### config.mk
export PLATFORM = sky130hd
export DESIGN_NAME = rmq_div
export DESIGN_NICKNAME = d
export VERILOG_FILES = /design/src/rtl/core/rmq_div.sv
export SDC_FILE = /design/constraint.sdc
export NUM_CORES = 2
export LEC_CHECK = 0
export BUFFER_PORTS_ARGS = -buffer_cell sky130_fd_sc_hd__buf_2
export CORE_MARGIN = 4
export CORE_UTILIZATION = 55
export CTS_CLUSTER_DIAMETER = 120
export DETAILED_ROUTE_END_ITERATION = 16
export PLACE_DENSITY = 0.72
export RECOVER_POWER = 25
export SETUP_SLACK_MARGIN = 0.5
export SLEW_MARGIN = 20
export SYNTH_ARGS = -nofsm -noshare
export SYNTH_HDL_FRONTEND = slang
export SYNTH_SLANG_ARGS = --single-unit
### constraint.sdc
create_clock -name clock -period 3.85 [get_ports clock]
set_input_delay 0.385 -clock clock [delete_from_list [all_inputs] [get_ports clock]]
set_output_delay 0.385 -clock clock [all_outputs]
set_load 0.05 [all_outputs]
### src/rtl/core/rmq_div.sv
module rmq_div #(
   parameter int DVD_W  = 32,
   parameter int DVS_W  = 17,
   parameter int SIDE_W = 1
) (
   input  logic              clock,
   input  logic              reset,
   input  logic              in_valid,
   input  logic [DVD_W-1:0]  in_dividend,
   input  logic [DVS_W-1:0]  in_divisor,
   input  logic [SIDE_W-1:0] in_side,
   output logic              out_valid,
   output logic [DVD_W-1:0]  out_quot,
   output logic [SIDE_W-1:0] out_side
);

   logic              valid_ff [0:DVD_W];
   logic [DVD_W-1:0]  dvd_ff   [0:DVD_W];
   logic [SIDE_W-1:0] side_ff  [0:DVD_W];
   logic [DVS_W-1:0]  rem_ff   [0:DVD_W-1];
   logic [DVS_W-1:0]  dvs_ff   [0:DVD_W-1];

   always_ff @(posedge clock) begin
      if (reset) begin
         valid_ff[0] <= 1'b0;
      end else begin
         valid_ff[0] <= in_valid;
      end
      dvd_ff[0]  <= in_dividend;
      dvs_ff[0]  <= in_divisor;
      rem_ff[0]  <= '0;
      side_ff[0] <= in_side;
   end

   for (genvar t = 0; t < DVD_W; t++) begin : g_step
      logic [DVS_W:0] cur;
      logic [DVS_W:0] diff;
      logic           take;

      assign cur  = {rem_ff[t], dvd_ff[t][DVD_W-1]};
      assign take = (cur >= {1'b0, dvs_ff[t]});
      assign diff = cur - {1'b0, dvs_ff[t]};

      always_ff @(posedge clock) begin
         if (reset) begin
            valid_ff[t+1] <= 1'b0;
         end else begin
            valid_ff[t+1] <= valid_ff[t];
         end
         dvd_ff[t+1]  <= {dvd_ff[t][DVD_W-2:0], take};
         side_ff[t+1] <= side_ff[t];
      end

      if (t < DVD_W - 1) begin : g_carry
         always_ff @(posedge clock) begin
            rem_ff[t+1] <= take ? DVS_W'(diff) : DVS_W'(cur);
            dvs_ff[t+1] <= dvs_ff[t];
         end
      end
   end

   assign out_valid = valid_ff[DVD_W];
   assign out_quot  = dvd_ff[DVD_W];
   assign out_side  = side_ff[DVD_W];

endmodule

==> impl_metrics.ini <==
[status]
status = finished, final reports clean

[placed_design]
gp_congestion = 0.885
placed_cell_area_mm2 = 0.0779
dp.cells = 8588
dp_hpwl_um = 97600
io_buffers = 86

[final_layout]
finalNetCount = 7712
drive_above_1_share_pct = 11.7
diodes = 0
fin_cells = 9056
fin_area_mm2 = 0.0863
area.growth.synth_to_final_pct = 14.6

[clock_network]
clk_pin_slew_worst_paths_ns = 0.06
htreeDepth = 4
root_buffer = clkbuf_16
cts_sinks = 2193
clk_latency_ns = 0.82
cts_buffer_depth = 3
cts_tree = done
cts_inserted_buffers = 207

[drt]
vias = 46400
dr.pass1.iters = 5
wl_per_cell_um = 15.1
drt_wl_total_um = 137000
drc = 0
ant_nets = 0
vias_per_cell = 5.13
drt_iter0_drc = 2380

[global_routing]
antenna_found_initial = 0
track_usage_pct = 19.0
grt_max_degree = 34
grt_pass1_wl_um = 226000
grt-ovfl-total = 0
first_global_vias = 46100

[setup_path]
cp-end-kind = flop
reg2reg_from = dvs_ff[0][85]
cp_data_required_time_ns = 4.53
critPathArrivalTime_ns = 3.90
slowest_stage = dfxtp_1
crit_start = dvs_ff[0][85]
cp_max_fo = 21
critPathLaunchType = flop
max_stage_delay_ns = 0.41
crit_family = compound AO/OA/AOI/OAI gates
r2r-end = rem_ff[6][3]
path_cells = ha_1 > inv_1 > fa_1 > a21o_1 > a31oi_1 > nor2_1 > a21oi_1 > a2111oi_0 > nor4_4 > buf_6 > mux2_2
r2r_slack_ns = 0.63
cp_num_buf_inv = 2
r2r_cells = 11
worst-setup-path-type = flop to flop

[hold_path]
min-delay-start = in_divisor[11]
holdPathEnd = dvs_ff[0][11]
hp-class = input pin to flop
whs_path_depth = 2

[die]
die_h_um = 378
core_mm2 = 0.136
fp.dieW_um = 378
start_util_pct = 55.5
die_area_mm2 = 0.143
ioPinCount = 87
rows = 135

[power]
cellPowerDensity_mw_per_mm2 = 818
switching_share_pct = 30.8
power_switching_uw = 21700
cellLeakagePower_uw = 0.0391
pwr-share-seq_pct = 40.6
ir_drop_mv = 0.556
p_int_uw = 48900
pwr-share-clk_pct = 29.7
p_comb_share_pct = 29.8

[sta]
rsz0062_at_grt = true
clock_skew_ns = 0.0606
setup_violations = 0
fmax_mhz = 311
slew_headroom_pct = 37.7
hold_ws_ns = 0.197
slew_viol_final = 0
setup_tns_ns = 0
fin_crit_ns = 3.22
hold_violations = 0
worst_pin_slew_ns = 0.910
fin_crit_sh_pct = 83.6

[synthesis]
syn_avg_cell_area_um2 = 11.1
yosysUniqueCellTypes = 82
synth_edf_count = 0
synth_area_mm2 = 0.0753
synth-async-reset-ratio_pct = 0
synthFlopType = dfxtp_1
yosysTopAreaCell = dfxtp_1
yosys_warnings = 0
synthCells = 6769
synth_top_area_share_pct = 58.3
ys_seq_elements = 2193
synth.net_count = 7381
synth.top_cells.by_area = dfxtp_1 (58%), ha_1 (8.8%), mux2_2 (3.6%), inv_1 (3.4%), xnor2_1 (2.8%)
synth-seq-area-share_pct = 58.3

[flow_run]
drv_cap = 0
==> sequential cells by signal, summed over array words and instances, names as in the netlist <==
signal,flops
dvd_ff,1056
dvs_ff,544
rem_ff,527
side_ff,33
valid_ff,33
==> power by group through the flow <==
stage | Clock (uW) | Combinational (uW) | Sequential (uW)
floorplan | 0 | 16200 | 28600
global placement | 0 | 19600 | 29100
detailed placement | 0 | 20100 | 29100
CTS | 21600 | 20400 | 28700
global route | 22500 | 23600 | 29000
finish | 21000 | 21000 | 28600
==> cell families after synthesis <==
group           share of synthesized area [%]
buf+inv                                  3.96
mux                                      4.14
xor+xnor                                 4.56
compound gates                           12.4
fa+ha+maj                                9.59
simple gates                             7.02
flops                                    58.3
==> stage by stage <==
stage	worst slack (ns)	power (uW)	util (%)
global placement	0.455	48800	57.5
CTS	0.497	70700	63.3
detailed placement	0.386	49200	57.5
global route	0.482	75100	63.6
floorplan	0.749	44800	-
finish	0.630	70600	63.6
==> repair_timing <==
| action | CTS | global route |
|---|---|---|
| resized for setup | 5 | 46 |
| hold buffers | 53 | 0 |
| pin swaps | 4 | 13 |
| setup buffers | 7 | 21 |
| gates cloned | 0 | 3 |
| endpoints found under the setup margin | 85 | 271 |
| endpoints found under the hold margin | 83 | 0 |
==> cells in the mapped netlist (all sizes together), types with 36 or more instances <==
master  instances
ha            529
xor2          151
a21oi         398
a21o          158
a211oi         43
nor2          305
o31ai          47
nor3           89
a31oi          45
mux2          250
o21bai         79
xnor2         241
nand3          54
dfxtp        2193
nand2b         36
o21a           81
nand4          87
inv           690
clkbuf         65
nor2b          81
nand2         364
o21ai         383
==> cell usage in the layout (no fill, tap or decap), drive strengths merged, types with 54 or more instances in the layout <==
cell type / count
o21a: 81
nand2: 364
inv: 700
nor2b: 81
dfxtp: 2193
buf: 152
xnor2: 241
clkinv: 62
nor3: 89
nand3: 54
xor2: 151
ha: 529
o21bai: 79
clkbuf: 276
a21o: 158
nor2: 305
a21oi: 398
mux2: 250
nand4: 87
o21ai: 383
==> layer usage <==
metal  vias to the layer above  track usage [%]  routed length, um
met5                         -                0                  0
met4                         0             6.50               4000
met3                       295             3.06               4950
met2                       807             32.9              66200
met1                     21600             24.2              61500
li1                      23800                -                  -
==> final cells by class <==
cell class              count  area (um2)
multi-input cells        3802       28700
inverters                 690        2590
fillers                 10500       49300
flip-flops and latches   2193       43900
clock buffers             275        5840
clock inverters           109        1500
well taps                1781        2230
repair buffers            206        1580
==> how the worst max path moves through the flow <==
| stage | slack [ns] | endpoint | cells after the start |
|---|---|---|---|
| floorplan | 0.75 | rem_ff[16][10] | 13 |
| global placement | 0.46 | rem_ff[26][2] | 12 |
| detailed placement | 0.39 | rem_ff[23][14] | 12 |
| CTS | 0.50 | rem_ff[26][1] | 12 |
| global route | 0.48 | rem_ff[25][1] | 11 |
| finish | 0.63 | rem_ff[6][3] | 11 |
No activity file was read; power rests on OpenSTA's default activity.
