**config.mk**
```make
export PLATFORM = sky130hd
export DESIGN_NAME = rmq_isqrt
export DESIGN_NICKNAME = d
export VERILOG_FILES = /design/src/rtl/core/rmq_isqrt.sv
export SDC_FILE = /design/constraint.sdc
export NUM_CORES = 1
export LEC_CHECK = 0
export ABC_AREA = 1
export BUFFER_PORTS_ARGS = -buffer_cell sky130_fd_sc_hd__buf_4
export CORE_ASPECT_RATIO = 1.75
export CORE_MARGIN = 2
export CORE_UTILIZATION = 50
export DETAILED_ROUTE_END_ITERATION = 8
export PLACE_DENSITY = 0.77
export SYNTH_ARGS = -nofsm -noshare
export SYNTH_HDL_FRONTEND = slang
export SYNTH_SLANG_ARGS = --single-unit
```
**constraint.sdc**
```tcl
create_clock -name clock -period 3.5 [get_ports clock]
set_input_delay 0.35 -clock clock [delete_from_list [all_inputs] [get_ports clock]]
set_output_delay 0.35 -clock clock [all_outputs]
set_load 0.01 [all_outputs]
```
**src/rtl/core/rmq_isqrt.sv**
```systemverilog
module rmq_isqrt #(
   parameter int IN_W   = 32,
   parameter int SIDE_W = 1,
   localparam int RT_W  = (IN_W + 1) / 2
) (
   input  logic              clock,
   input  logic              reset,
   input  logic              in_valid,
   input  logic [IN_W-1:0]   in_rad,
   input  logic [SIDE_W-1:0] in_side,
   output logic              out_valid,
   output logic [RT_W-1:0]   out_root,
   output logic [SIDE_W-1:0] out_side
);

   localparam int PAD_W = 2 * RT_W;
   localparam int REM_W = RT_W + 2;

   logic              valid_ff [0:RT_W];
   logic [RT_W-1:0]   root_ff  [0:RT_W];
   logic [SIDE_W-1:0] side_ff  [0:RT_W];
   logic [PAD_W-1:0]  rad_ff   [0:RT_W-1];
   logic [REM_W-1:0]  rem_ff   [0:RT_W-1];

   always_ff @(posedge clock) begin
      if (reset) begin
         valid_ff[0] <= 1'b0;
      end else begin
         valid_ff[0] <= in_valid;
      end
      rad_ff[0]  <= PAD_W'(in_rad);
      rem_ff[0]  <= '0;
      root_ff[0] <= '0;
      side_ff[0] <= in_side;
   end

   for (genvar t = 0; t < RT_W; t++) begin : g_step
      logic [REM_W+1:0] cur;
      logic [REM_W+1:0] trial;
      logic [REM_W+1:0] diff;
      logic             take;

      assign cur   = {rem_ff[t], rad_ff[t][PAD_W-1 -: 2]};
      assign trial = (REM_W + 2)'({root_ff[t], 2'b01});
      assign take  = (cur >= trial);
      assign diff  = cur - trial;

      always_ff @(posedge clock) begin
         if (reset) begin
            valid_ff[t+1] <= 1'b0;
         end else begin
            valid_ff[t+1] <= valid_ff[t];
         end
         root_ff[t+1] <= {root_ff[t][RT_W-2:0], take};
         side_ff[t+1] <= side_ff[t];
      end

      if (t < RT_W - 1) begin : g_carry
         always_ff @(posedge clock) begin
            rad_ff[t+1] <= rad_ff[t] << 2;
            rem_ff[t+1] <= take ? REM_W'(diff) : REM_W'(cur);
         end
      end
   end

   assign out_valid = valid_ff[RT_W];
   assign out_root  = root_ff[RT_W];
   assign out_side  = side_ff[RT_W];

endmodule

```
==> results.tsv, run 1 <==
metric	value	unit
vias	21500	
Setup TNS	0	ns
max frequency	0.399	GHz
class of the worst hold path	reg2reg	
slowest stage delay, CP	0.61	ns
drt total wl	69.4	mm
DRT Pass-1 Iters	5	
Remaining DRCs	0	
first-pass GRT wire length	108	mm
Final Max Tran Viols	0	
cell chain of the critical path	inv_1, ha_1, nand2_1, inv_1, nand2_1, nand2_1, a21oi_2, nand2_1, nor2_2, nand2_1, o21ai_1	
die height	315	microns
clock sinks	692	
Synth Flop Type	dfxtp_1	
most common cell after layout, fill and taps aside	nand2_1	
final hold violations	0	
HPWL Detailed	54.9	mm
synth top area cells	dfxtp_1 (50%), nand2_1 (12%), ha_1 (6.9%)	
Period minus WS final	2.50	ns
static leakage	15.9	nW
Fill cells	4997	
post-cts sizing count	0	
hold_buf cts	36	
clk root buf	clkbuf_16	
Max Clock Skew	0.0568	ns
Seq cells post-synth	692	
vias per inst	5.03	
Synth top area share	50.0	%
clock buffer depth	3	
multi-input logic area	11600	sq um
Power Dens Cells	744	nW/um^2
EDFF count, synth	0	
Setup Fix Bufs, Post-CTS	0	
Initial Utilization	50.3	%
CTS tree	yes	
xor-xnor portion of the synthesized cell area	3.32	%
crit start category	flop	
RSZ-0062 raised after global routing	no	
sequential area share after synthesis	50.0	%
die area	57400	sq um
DRT iter0 DRCs	780	
combinational family with the most area after synthesis	simple AND/OR/NAND/NOR gates	
width of the die	182	microns
H-tree Lvls	2	
Yosys warning total	0	
Routed Antenna Nets	0	
Mapped Area	27700	sq um
area leader, netlist	dfxtp_1	
FF/Latch Area	13900	sq um
vias in the first global route	22300	
nets	3719	
gr usage total	24.4	%
cell mode on critical path	nand2_1	
Synth async-reset ratio	0	%
synthesized instance count	3408	
CP bufs+invs	2	
Core Util, Final	56.6	%
Period Utilization, post-route	71.5	%
most frequent cells in the layout	nand2_1 (914), dfxtp_1 (692), inv_1 (502)	
Worst setup EP type	flop	
crit-path leading delay family	simple AND/OR/NAND/NOR gates	
Post-Synth Simple-Gate Area	24.7	%
port bufs	53	
Syn-to-layout area delta	12.6	%
total gr overflow	0	
number of core rows	114	
pin count of the biggest net entering global routing	26	
Crit path arrival time	3.02	ns
max cap viols	0	
headroom to the max-slew limit	46.6	%
share of cells above drive strength 1	9.00	%
CP max stage cell	nor2_2	
worst-margin pin slew	0.794	ns
Synth Area in Compound Gates	6.97	%
Worst-path clk slew	0.07	ns
Worst-Skew Late Latency	0.65	ns
Adder-Cell Fraction of Synth Area	6.91	%
Final Wtd Congestion	0.982	
Mean Syn Cell Area	8.13	sq um
CP Class	reg2reg	
Worst Path Required	4.02	ns
mux contribution to synthesized area	0	%
status	finished clean	
maximum vdd ir drop	0.524	mV
# diodes	0	
core area	55100	sq um
setup violators final	0	
crit path max fanout	21	
Ports	54	
Mapped Nets	3597	
initial antenna violation count	0	
DR WL/cell	16.3	microns
post-synth cell types	47	
reg2reg setup slack	1.0	ns
TritonCTS buffer count	58	
[cells in the mapped netlist, types with 3 or more instances]
master / instances
nor2_1: 290
o21ai_0: 85
or2_2: 8
inv_2: 15
nor2_4: 5
o21ai_1: 22
a21oi_1: 116
nand2_2: 27
o21bai_1: 8
xor2_1: 64
xnor2_1: 41
nand2_1: 914
nand3b_1: 36
nand3_1: 183
nor4_1: 4
nor3_1: 38
buf_6: 20
dfxtp_1: 692
a21o_1: 3
inv_1: 502
o21ai_2: 31
nand4_1: 47
nand3_2: 6
and2_1: 3
a21oi_2: 44
clkbuf_1: 3
nand2_4: 5
buf_2: 3
ha_1: 153
nor2_2: 16
[registers in the layout, indices dropped and copies added (netlist names)]
name	count
rad_ff	272
rem_ff	250
root_ff	136
side_ff	17
valid_ff	17
[report_power, final]
group	internal, W	total, W	switching, W
Clock	0.00410	0.00703	0.00293
Combinational	0.00213	0.00598	0.00384
Sequential	0.00925	0.0102	0.000944
[kinds of logic after synthesis]
family | count (synthesis)
simple gates | 1592
flops | 692
buf+inv | 548
compound gates | 317
fa+ha+maj | 153
xor+xnor | 105
other cells | 1
[per-stage QoR]
step	std cells	power, W	cell area, sq um	setup slack [ns]	hold slack (ns)
final	4272	0.0232	31200	0.997	0.310
after global routing	4272	0.0245	31200	0.809	0.305
after CTS	4272	0.0233	31200	1.01	0.305
after detailed placement	4130	0.0162	28700	1.06	0.312
after global placement	4130	0.0162	28700	1.06	0.310
after floorplan	3408	0.0145	27700	1.77	0.310
[routing by layer]
| layer | GRT usage [%] | vias up | wire [microns] |
|---|---|---|---|
| met1 | 17.5 | 9768 | 20200 |
| li1 | - | 10900 | - |
| met3 | 3.34 | 321 | 1950 |
| met4 | 23.4 | 0 | 7390 |
| met5 | 0 | - | 0 |
| met2 | 51.4 | 518 | 39900 |
[worst paths after layout]
path                                         to       startpoint  cells after the start
worst max-delay path               rem_ff[9][8]  root_ff[0][132]                     11
worst min-delay path            root_ff[0][147]  root_ff[0][130]                      0
worst max register to register     rem_ff[9][8]  root_ff[0][132]                     11
worst min register to register  root_ff[0][147]  root_ff[0][130]                      0
[cell type report]
cell class | instances | area share, %
clock buffer | 78 | 5.35
clock inverter | 28 | 1.46
inverter | 520 | 6.28
multi-input combinational | 2168 | 37.2
sequential | 692 | 44.4
tap | 696 | 2.79
timing repair buffer | 90 | 2.46
Note: power is estimated with default switching activity, not from simulation.
==> run 2, diff against run 1 <==
clock period = 2.4 ns   (was 3.5 ns; I/O delays follow)
==> run 2 against run 1 <==
Effect of this change: count of clock-buffer cells in the layout is 5 lower; routed wire length is 0.83% lower; sequential share of layout area is 0.26 points lower; critical path depth is 1 lower; clock power is 41% higher; design area is 0.59% higher.
==> results.tsv, run 2 (synthesis results as in run 1) <==
metric	value	unit	change
width of the die	182	microns	unchanged
Logic pwr share	26.1	%	+0.3 points
met3 Track Usage GR	2.93	%	-0.40 points
met2 Use GR	50.9	%	-0.49 points
Power Dens Cells	1070	nW/um^2	+44%
Setup TNS	0	ns	unchanged
number of core rows	114		unchanged
worst-margin pin slew	0.619	ns	-0.175 ns
Worst-path clk slew	0.07	ns	about the same
worst setup path startpoint	root_ff[0][186]		
Setup Fix Bufs, Post-CTS	0		unchanged
Hold Slack	0.238	ns	-0.0724 ns
port bufs	53		unchanged
Remaining DRCs	0		unchanged
crit path max fanout	14		-33%
Crit path arrival time	2.77	ns	-0.25 ns
vias in the first global route	22200		-0.55%
Period Utilization, post-route	92.2	%	+21 points
initial antenna violation count	0		unchanged
Period minus WS final	2.21	ns	-0.291 ns
CP Class	reg2reg		
max frequency	0.452	GHz	+13%
Clock Power Share	29.6	%	-0.7 points
max reg flops	272		unchanged
Worst-Skew Late Latency	0.64	ns	about the same
Worst Path Required	2.96	ns	-1.06 ns
Int Pwr	0.0223	W	+44%
Initial Utilization	50.3	%	unchanged
die area	57400	sq um	unchanged
Final Max Tran Viols	0		unchanged
total gr overflow	0		unchanged
CP max stage cell	nor2_2		
cell mode on critical path	nand2_1		
global routing's busiest layer	met2		
register with the most flip-flops	rad_ff		
static leakage	16.0	nW	+0.74%
headroom to the max-slew limit	58.4	%	+12 points
TritonCTS buffer count	59		+1.7%
max cap viols	0		unchanged
DRT Pass-1 Iters	5		unchanged
worst reg2reg startpoint	root_ff[0][186]		
most frequent cells in the layout	nand2_1 (914), dfxtp_1 (691), inv_1 (502)		
Syn-to-layout area delta	13.3	%	
Sw Share	33.8	%	+0.50 points
core area	55100	sq um	unchanged
drt total wl	68.9	mm	-0.83%
Max Clock Skew	0.0412	ns	-0.0156 ns
H-tree Lvls	2		unchanged
Seq pwr share	44.4	%	+0.5 points
HPWL Detailed	54.4	mm	-0.80%
status	finished clean		
Largest regs	rad_ff: 272 flops, rem_ff: 250 flops, root_ff: 136 flops		
die height	315	microns	unchanged
Layout Cells excl Fill	4301		+0.68%
slowest stage delay, CP	0.38	ns	-0.23 ns
vias	21600		+0.29%
vias per inst	5.01		-0.38%
maximum vdd ir drop	0.882	mV	+68%
cell chain of the critical path	inv_1, ha_1, nand2_1, nor2_2, nand4_2, nand3_2, inv_2, nand2_4, nand2_1, nand2_1		
CTS tree	yes		
class of the worst hold path	in2reg		
Psw	0.0113	W	+47%
pin count of the biggest net entering global routing	26		unchanged
final hold violations	0		unchanged
clock sinks	692		unchanged
clock buffer depth	3		unchanged
most common cell after layout, fill and taps aside	nand2_1		
GRT met1 Usage	17.5	%	about the same
Final Wtd Congestion	0.998		+1.7%
DRT iter0 DRCs	763		-2.2%
placed cell count	4158		+0.68%
crit start category	flop		
Hold Startpoint	in_rad[11]		
nets	3748		+0.78%
Routed Antenna Nets	0		unchanged
RSZ-0062 raised after global routing	no		
first-pass GRT wire length	107	mm	-0.71%
clk root buf	clkbuf_16		
DR WL/cell	16.0	microns	-1.5%
Ports	54		unchanged
share of cells above drive strength 1	9.82	%	+0.82 points
# diodes	0		unchanged
Worst setup EP type	flop		
setup violators final	0		unchanged
gr usage total	24.0	%	-0.32 points
[run 2: cell count changes in the layout (fill, tap and decap cells not counted), sizes merged]
cell,change
bufinv,-3
clkinv,+8
inv,+1
clkbuf,-5
buf,+28
[run 2: power by group through the flow]
| stage | combinational [W] | sequential (W) | clock, W |
|---|---|---|---|
| floorplan | 0.00662 | 0.0145 | 0 |
| detailed placement | 0.00867 | 0.0151 | 0 |
| global placement | 0.00857 | 0.0151 | 0 |
| global route | 0.00990 | 0.0151 | 0.0106 |
| finish | 0.00876 | 0.0149 | 0.00994 |
| CTS | 0.00877 | 0.0149 | 0.0101 |
[run 2: cell type report]
class	count	area, sq um
Clock buffer	73	1610
Tap cell	696	871
Timing Repair Buffer	118	1000
Sequential cell	692	13900
Clock inverter	34	459
Multi-Input combinational cell	2168	11600
Fill cell	5012	23700
Inverter	520	1960
[run 2: repair_timing]
item	4_1_cts	5_1_grt
setup endpoints to repair	0	13
gates resized for setup	0	2
hold buffers	36	0
hold endpoints to repair	50	0
[run 2: metrics by stage]
step | power [W] | utilization [%] | worst slack [ns] | cell area [sq um]
after global placement | 0.0237 | 52.6 | 0.222 | 28900
after global routing | 0.0356 | 57.0 | 0.0376 | 31400
after floorplan | 0.0212 | - | 0.665 | 27700
final | 0.0336 | 57.0 | 0.188 | 31400
after CTS | 0.0338 | 57.0 | 0.190 | 31400
after detailed placement | 0.0238 | 52.6 | 0.238 | 28900
[run 2: final timing paths]
| kind | end | slack [ns] | cells past startpoint |
|---|---|---|---|
| worst max-delay path | rem_ff[12][8] | 0.19 | 10 |
| worst max register to register | rem_ff[12][8] | 0.19 | 10 |
| worst min register to register | side_ff[0][9] | 0.32 | 0 |
| worst min-delay path | rad_ff[0][11] | 0.24 | 2 |
[run 2: per-layer routing]
metal,up-vias,wire length [microns]
li1,11000,-
met1,9796,20300
met2,473,39200
met3,331,1870
met4,0,7480
met5,-,0
[run 2: worst max-delay path, delay by kind of cell, from the launching register on]
family                   cells  cell delay (ns)
buffers and inverters        2             0.12
flip-flops                   1             0.37
adder cells (fa/ha/maj)      1             0.35
AND/OR/NAND/NOR              7             1.32
